--- src/rtl/fwspa_pkg.sv ---
package fwspa_pkg;

	// Width of the CORDIC x, y and z words (Q2.30 for x and y, 2^32 per turn for z).
	localparam int CW = 34;
	// Index width of the arctangent table.
	localparam int ATAN_IDX_W = 5;
	// Number of entries in the arctangent table.
	localparam int ATAN_ENTRIES = 24;
	// CORDIC gain 0.60725... in Q2.30.
	localparam logic signed [CW-1:0] CORDIC_GAIN_Q30 = 34'sd652032874;

	localparam int IN_W = 64;
	localparam int OUT_W = 264;

	// Command word from the controller to the datapath.
	typedef struct packed {
		logic ld;
		logic rot;
		logic rnd;
		logic mul1;
		logic mul2;
		logic term;
		logic acc;
	} fwspa_cmd_t;

	// Arctangent of 2^-i in units of 2^32 per turn.
	function automatic logic signed [CW-1:0] atan_turn(input logic [ATAN_IDX_W-1:0] idx);
		logic signed [CW-1:0] r;
		case (idx)
			5'd0: r = 34'sd536870912;
			5'd1: r = 34'sd316933406;
			5'd2: r = 34'sd167458907;
			5'd3: r = 34'sd85004756;
			5'd4: r = 34'sd42667331;
			5'd5: r = 34'sd21354465;
			5'd6: r = 34'sd10679838;
			5'd7: r = 34'sd5340245;
			5'd8: r = 34'sd2670163;
			5'd9: r = 34'sd1335087;
			5'd10: r = 34'sd667544;
			5'd11: r = 34'sd333772;
			5'd12: r = 34'sd166886;
			5'd13: r = 34'sd83443;
			5'd14: r = 34'sd41722;
			5'd15: r = 34'sd20861;
			5'd16: r = 34'sd10430;
			5'd17: r = 34'sd5215;
			5'd18: r = 34'sd2608;
			5'd19: r = 34'sd1304;
			5'd20: r = 34'sd652;
			5'd21: r = 34'sd326;
			5'd22: r = 34'sd163;
			5'd23: r = 34'sd81;
			default: r = '0;
		endcase
		return r;
	endfunction

endpackage

--- src/rtl/fwspa_ctrl.sv ---
module fwspa_ctrl #(
	parameter int CORDIC_STEPS = 16,
	localparam int SW = (CORDIC_STEPS > 1) ? $clog2(CORDIC_STEPS) : 1
) (
	input  logic                   clk,
	input  logic                   arst_n,
	input  logic                   s_tvalid,
	output logic                   s_tready,
	output logic                   m_tvalid,
	input  logic                   m_tready,
	output fwspa_pkg::fwspa_cmd_t  cmd,
	output logic [SW-1:0]          step_idx
);

	typedef enum logic [2:0] {
		S_IDLE,
		S_ROT,
		S_RND,
		S_MUL1,
		S_MUL2,
		S_TERM,
		S_ACC
	} state_t;

	state_t        state_q;
	logic [SW-1:0] cnt_q;
	logic          out_valid_q;
	logic          acc_fire;

	// The accumulators double as the output register, so they are only
	// updated once the previous result has been taken.
	assign acc_fire = (state_q == S_ACC) && (!out_valid_q || m_tready);

	assign s_tready = (state_q == S_IDLE);
	assign m_tvalid = out_valid_q;
	assign step_idx = cnt_q;

	always_comb begin
		cmd      = '0;
		cmd.ld   = (state_q == S_IDLE) && s_tvalid;
		cmd.rot  = (state_q == S_ROT);
		cmd.rnd  = (state_q == S_RND);
		cmd.mul1 = (state_q == S_MUL1);
		cmd.mul2 = (state_q == S_MUL2);
		cmd.term = (state_q == S_TERM);
		cmd.acc  = acc_fire;
	end

	always_ff @(posedge clk or negedge arst_n) begin
		if (!arst_n) begin
			state_q     <= S_IDLE;
			cnt_q       <= '0;
			out_valid_q <= 1'b0;
		end else begin
			if (acc_fire) begin
				out_valid_q <= 1'b1;
			end else if (m_tready) begin
				out_valid_q <= 1'b0;
			end
			case (state_q)
				S_IDLE: begin
					cnt_q <= '0;
					if (s_tvalid) begin
						state_q <= S_ROT;
					end
				end
				S_ROT: begin
					if (cnt_q == SW'(CORDIC_STEPS - 1)) begin
						cnt_q   <= '0;
						state_q <= S_RND;
					end else begin
						cnt_q <= cnt_q + 1'b1;
					end
				end
				S_RND:  state_q <= S_MUL1;
				S_MUL1: state_q <= S_MUL2;
				S_MUL2: state_q <= S_TERM;
				S_TERM: state_q <= S_ACC;
				S_ACC: begin
					if (acc_fire) begin
						state_q <= S_IDLE;
					end
				end
				default: state_q <= S_IDLE;
			endcase
		end
	end

endmodule

--- config.mk ---
export PLATFORM = sky130hd
export DESIGN_NAME = fwspa_ctrl
export DESIGN_NICKNAME = d
export VERILOG_FILES = /design/src/rtl/fwspa_pkg.sv /design/src/rtl/fwspa_ctrl.sv
export SDC_FILE = /design/constraint.sdc
export NUM_CORES = 1
export LEC_CHECK = 0
export BUFFER_PORTS_ARGS = -buffer_cell sky130_fd_sc_hd__clkbuf_2
export CAP_MARGIN = 20
export CORE_MARGIN = 3
export CORE_UTILIZATION = 35
export CTS_CLUSTER_DIAMETER = 30
export DETAILED_ROUTE_END_ITERATION = 12
export GPL_TIMING_DRIVEN = 1
export HOLD_SLACK_MARGIN = 0.05
export PLACE_DENSITY = 0.72
export SLEW_MARGIN = 20
export SYNTH_ARGS = -nofsm -noshare
export SYNTH_HDL_FRONTEND = slang
export SYNTH_SLANG_ARGS = --single-unit
--- constraint.sdc ---
create_clock -name clk -period 1.76 [get_ports clk]
set_clock_uncertainty 0.15 [all_clocks]
set_input_delay 0.176 -clock clk [delete_from_list [all_inputs] [get_ports clk]]
set_output_delay 0.176 -clock clk [all_outputs]
set_load 0.005 [all_outputs]
# Word-level counts from Yosys, hierarchy flattened
# Cells that the tools add are included.
op_classes:
  mux: 8
  n_reduce_logical: 8
  eq_ne: 10
  add_sub_neg: 1
op_table:
  columns: ["op", "n"]
  rows:
  - ["$pmux W3 S7", 1]
  - ["$eq A3 B3 Y1 const B", 3]
  - ["$mux W3", 3]
  - ["$pmux W4 S2", 1]
  - ["$eq A3 B2 Y1 const B", 2]
  - ["$add A4 B1 Y4 const B", 1]
  - ["$eq A4 B4 Y1 const B", 1]
  - ["$mux W4", 1]
  - ["$ne A2 B2 Y1 const B", 2]
  - ["$reduce_bool A2 Y1", 2]
  - ["$eq A3 B1 Y1 const B", 1]
  - ["$logic_not A3 Y1", 1]
  - ["$reduce_and A3 Y1", 1]
  - ["$logic_and A1 B1 Y1", 2]
  - ["$mux W1", 2]
  - ["$ne A2 B1 Y1 const B", 1]
  - ["$logic_not A1 Y1", 1]
  - ["$logic_or A1 B1 Y1", 1]
word_totals:
  word_cells: 30
  inputBits: 4
  regBits: 8

# Longest topological paths before layout
# Gate-level depths: netlist of the first run.
depth:
  ltp_word: 5
  ltp_mapped: 5

# Worst setup path before layout of the first run
# OpenSTA, ideal clock, no wires.
synth_timing:
  path_kind: "reg-to-output"
  start: "register state_q[2]"
  end: "output cmd[6] (netlist name)"
  stages_incl_launch_ff: 6
  arrival_ns: 1.032
  path_slack_ns: 0.402
  path_cell_list: "dfrtp_1 buf_6 or2_0 buf_6 nor2_4 and2_1"
synth_lines:
  columns: ["item", "line_no", "text"]
  rows:
  - ["from (decl)", "fwspa_ctrl.sv:25", "state_t state_q;"]
  - ["from (signal assigned)", "fwspa_ctrl.sv:51", "state_q <= S_IDLE;"]
  - ["from (signal assigned)", "fwspa_ctrl.sv:64", "state_q <= S_ROT;"]
  - ["from (signal assigned)", "fwspa_ctrl.sv:70", "state_q <= S_RND;"]
  - ["to (decl)", "fwspa_ctrl.sv:11", "output fwspa_pkg::fwspa_cmd_t cmd,"]

==> impl_metrics.ini, run 1 <==
[grt]
grt_max_degree = 15
grtUsageTotal_pct = 10.76
grt_pass1_wl_mm = 1.511
grt_antenna_before_repair = 0
overflow = 0
grt_pass1_vias = 346

[detailed_routing]
drtIter0Drc = 11
post_drt_wl_per_cell_um = 11.12
top_layer = met4
detail-route-antenna-nets = 0
met3WireLength_um = 79
wl_met1_um = 440
via_per_inst = 5.036
drtPass1Iterations = 4
drcViolationCount = 0
vias = 418
route.met2.wl_um = 397
totalWireLength_um = 923

[cells_and_area]
syn2layout_area_growth_pct = 24.60
nets = 76
fillers = 114
final_cells = 83
drive_gt1_share_pct = 37.68
regArea_um2 = 200.2
multiInputGateArea_um2 = 227.7
n_antenna_cell = 0
design_area_um2 = 583.1

[worst_setup_path]
cp_num_buf_inv = 1
path_class = flop to primary output
critPathLaunchType = flop
cp-end-kind = primary output
crit_chain = or2_4, nor2_4, and2_1, clkbuf_2
cp_slowest_cell = dfrtp_1
critical_path.max_fanout = 8
cpPeakStageDelay_ps = 450
arrival_ps = 1330
cp_top_family = simple AND/OR/NAND/NOR gates
critPathRequiredTime_ps = 1430

[timing]
drv_slew = 0
fmax_mhz = 604.5
fin_crit_ps = 1654
worst_slew_pin_slew_ps = 412.1
hold_violations = 0
slew_headroom_pct = 72.53
fin_crit_sh_pct = 93.99
finalSetupViolCount = 0
tns_ps = 0
grt_setup_unrepaired = no

[synth]
synth_area_leaders = dfrtp_1 (43%), nand2b_1 (5.3%), buf_6 (4.8%), nand2_1 (4.0%), nand3_1 (3.2%)
yosysTopAreaCell = dfrtp_1
ys_types = 27
ys_warn_count = 0
synth_fp_nets = 56
ys_seq_area_share_pct = 42.78
ys_ff_latch = 8
syn-cell-area_um2 = 467.9
synth_top_area_share_pct = 42.78
synth_cells = 51
avgSynthCellArea_um2 = 9.175

[placement]
hpwl_um = 731.9
place_congestion = 0.7446
dpl_cell_area_um2 = 538.0
portBuffers = 16
dp.cells = 78

[pwr]
ir_worst_vdd_mv = 0.8115
p_per_area_nw_per_um2 = 1686
p_leak_nw = 0.3090

[run]
maxCapViolCount = 0

[floorplan]
die_h_um = 42.57
die_area_um2 = 1812
design.portCount = 17
core_area_um2 = 1186
die_w_um = 42.57
rows = 12
initial_core_util_pct = 39.45

[clock_tree]
cts_made_buffers = 3
path_clk_slew_ps = 50
cts_tree = yes
h-tree-depth = 1
clock_sinks = 8
clk-insertion-delay-late_ps = 250
cts.path.max_buffers = 2
cts-root-buf = clkbuf_4

[outcome]
status = finished, final reports clean

[hold_path]
min_path_type = input pin to flop
==> metal layers <==
layer / vias to the layer above / track usage [%]
met5: - / 0
met4: 0 / 1.863
met3: 2 / 4.721
met2: 19 / 14.59
met1: 184 / 15.75
li1: 213 / -
==> power by group <==
group	total (mW)	internal [mW]	switching, mW
registers	0.359	0.255	0.105
clock network	0.138	0.0779	0.0603
logic	0.486	0.235	0.250
==> worst reg2reg max path: stages, from the launching register on <==
cell and delay, ps:
dfrtp_1 370, buf_4 160, nor2_2 210, nand3_1 180, a31o_1 270
==> cells in the mapped netlist (all sizes together) <==
cell	number
nand2b	4
and2	2
ha	1
a31oi	2
inv	2
and3	3
a21oi	2
or2	1
nand2	5
dfrtp	8
a31o	1
a22o	1
nand3	3
o21ai	5
nand4b	1
nor2	4
nor3	1
buf	4
a21o	1
==> per-stage QoR <==
stage	util (%)	total power, mW	hold WS, ps	setup WS, ps
floorplan	-	0.7106	-269.6	402.2
global placement	45.36	0.8228	-114.9	264.0
detailed placement	45.36	0.8330	-120.3	236.7
CTS	48.95	0.9763	120.7	29.06
global route	49.16	1.073	159.3	14.48
finish	49.16	0.9832	111.3	105.7
==> timing repair <==
| item | 4_1_cts | 5_1_grt |
|---|---|---|
| gates resized for setup | 1 | 1 |
| endpoints found under the setup margin | 1 | 1 |
| buffers inserted | 0 | 0 |
| endpoints found under the hold margin | 9 | 0 |
| cloned | 0 | 0 |
| hold buffers | 2 | 0 |
==> flip-flops by register name (all words and copies together), names as in the netlist <==
name and flops:
step_idx 4, state_q 3, m_tvalid 1
==> cells in the final DEF, fill, tap and decap left out, types with 2 or more instances in the layout <==
cell,Yosys,final
clkbuf_2,0,16
dfrtp_1,8,8
nand2_1,5,5
nand2b_1,4,4
nand3_1,3,3
o21ai_1,3,3
clkbuf_4,0,3
nor2_1,2,2
and2_1,2,2
and3_1,2,2
a31oi_1,2,2
a21oi_1,2,2
dlygate4sd3_1,0,2
==> path summary, 6_finish.rpt <==
path | end | depth (start not counted) | start | slack (ps)
min reg2reg | step_idx[3] | 1 | step_idx[3] | 360
min in group asynchronous | m_tvalid | 2 | arst_n | 150
max in group asynchronous | state_q[2] | 2 | arst_n | 1130
max reg2reg | state_q[1] | 4 | state_q[2] | 300
max | cmd[6] | 4 | state_q[1] | 110
min | m_tvalid | 3 | m_tready | 110
==> final cells by class <==
class,instances,share of cell area (%)
clock buffers,3,3.863
well taps,14,3.004
multi-input cells,37,39.06
inverters,2,1.288
repair buffers,19,18.45
flip-flops and latches,8,34.33
==> kinds of logic after synthesis <==
logic type	share of synthesized area, %
buffers and inverters	9.089
flip-flops	42.78
adder cells (fa/ha/maj)	2.673
AO/OA/AOI/OAI	16.31
AND/OR/NAND/NOR	29.14
Power figures use the tool's default switching activity.
==> run 2, diff against run 1 <==
clock period = 2 ns   (was 1.76 ns; I/O delays follow)
==> run 2 against run 1 <==
Net effect:
- final cell count shrank 1.2%
- total power shrank 15%
- sequential power down 7.5%
- sequential share of layout area grew 0.60 points
- first-iteration DRC count down 36%
- final area shrank 1.7%
- largest cell class unchanged
- highest routed layer is now met3
==> impl_metrics.ini, run 2 (synthesis gave the netlist of run 1 again) <==
[cells_and_area]
mostFrequentLayoutCells = clkbuf_2 (16), dfrtp_1 (8), nand2_1 (5)
syn2layout_area_growth_pct = 22.46
n_antenna_cell = 0
nets = 75
drive_gt1_share_pct = 35.29
final_common_cell = clkbuf_2
fin_util_pct = 48.31
largest_reg_flops = 4

[clock_tree]
h-tree-depth = 1
ctsResizeCount = 0
cts-root-buf = clkbuf_4
cts_setup_buffers = 0
cts_made_buffers = 3
clk-insertion-delay-late_ps = 250
clock_sinks = 8
path_clk_slew_ps = 60
cts.path.max_buffers = 2
cts_tree = yes

[detailed_routing]
top_layer = met3
post_drt_wl_per_cell_um = 11.59
detail-route-antenna-nets = 0
via_per_inst = 5.159
vias = 423
route.met2.wl_um = 396
drcViolationCount = 0
totalWireLength_um = 950
drtIter0Drc = 7
drtPass1Iterations = 4
met3WireLength_um = 95
wl_met1_um = 459

[pwr]
p_int_uw = 476.4
ir_worst_vdd_mv = 0.7152
power_uw = 838.5
power_frac_comb_pct = 45.7
p_per_area_nw_per_um2 = 1463
power_switching_share_pct = 43.18
seqPwrFrac_pct = 39.6
switchingPower_uw = 362.1
p_leak_nw = 0.3017
p_clk_share_pct = 14.7

[grt]
grt_max_degree = 15
overflow = 0
grt_antenna_before_repair = 0
grt_pass1_wl_mm = 1.545
grtUsageTotal_pct = 11.55
grt_pass1_vias = 343

[worst_setup_path]
r2r_start = state_q[2]
arrival_ps = 1470
critical_path.max_fanout = 9
critPathRequiredTime_ps = 1650
r2r_slack_ps = 540
critPathLaunchType = flop
r2r_end = step_idx[2]
path_class = flop to primary output
rr_worst_depth = 3
cp-end-kind = primary output

[timing]
fin_crit_ps = 1824
hold_violations = 0
slew_headroom_pct = 68.40
fmax_mhz = 548.1
grt_setup_unrepaired = no
fin_crit_sh_pct = 91.22
tns_ps = 0
fin_ws_ps = 175.6
drv_slew = 0
finalSetupViolCount = 0
worst_slew_pin_slew_ps = 474.1

[floorplan]
design.portCount = 17
die_w_um = 42.57
core_area_um2 = 1186
rows = 12
initial_core_util_pct = 39.45
die_h_um = 42.57
die_area_um2 = 1812

[run]
maxCapViolCount = 0

[placement]
dp_worst_setup_slack_ps = 441.4
place_congestion = 0.7031
portBuffers = 16
hpwl_um = 723

[hold_path]
min-delay-start = m_tready
min_path_type = input pin to flop
hold_depth = 3
timing.hold.worst_endpoint = m_tvalid

[outcome]
status = finished, final reports clean
[run 2: cell types whose count changed in the layout (fill, tap and decap cells not counted)]
cell,previous run,this run
buf_4,1,0
or2_0,0,1
or2_4,1,0
[run 2: critical path, stage by stage (launching register included)]
cell	delay [ps]
dfrtp_1	460
or2_0	390
nor2_4	140
and2_1	120
clkbuf_2	100
[run 2: worst max path at each step]
stage	start	end	slack (ps)
2_1_floorplan	state_q[2]	cmd[6]	620
3_5_place_dp	state_q[2]	cmd[6]	440
5_1_grt	state_q[2]	cmd[6]	30
4_1_cts	state_q[1]	cmd[6]	160
6_report	state_q[2]	cmd[6]	180
3_3_place_gp	state_q[2]	cmd[6]	460
[run 2: layer usage]
layer	vias to the layer above	global-route usage [%]
li1	212	-
met1	190	16.27
met2	21	14.29
met3	0	8.155
met4	0	1.863
met5	-	0
[run 2: final cells by class]
type / count / area, um^2
Fill cell: 119 / 613.1
Multi-Input combinational cell: 37 / 225.2
Sequential cell: 8 / 200.2
Timing Repair Buffer: 18 / 100.1
Clock buffer: 3 / 22.52
Tap cell: 14 / 17.52
Inverter: 2 / 7.507
[run 2: through the flow]
stage                     instances  instance area [um^2]  hold slack [ps]
after global routing             82                 573.1            155.7
after detailed placement         77                 530.5           -93.30
after floorplan                  51                 467.9           -245.6
after global placement           77                 530.5           -93.82
final                            82                 573.1            138.7
after CTS                        82                 573.1            134.2
[run 2: power by group through the flow]
| stage | Combinational [mW] | Sequential (mW) | Clock, mW |
|---|---|---|---|
| after floorplan | 0.344 | 0.282 | 0 |
| after global placement | 0.380 | 0.330 | 0 |
| after detailed placement | 0.388 | 0.333 | 0 |
| after CTS | 0.391 | 0.331 | 0.127 |
| after global routing | 0.441 | 0.347 | 0.138 |
| final | 0.384 | 0.332 | 0.123 |
[run 2: what timing repair did]
item | CTS | global route
endpoints found under the setup margin | 0 | 0
hold buffers | 2 | 0
hold endpoints to repair | 9 | 0
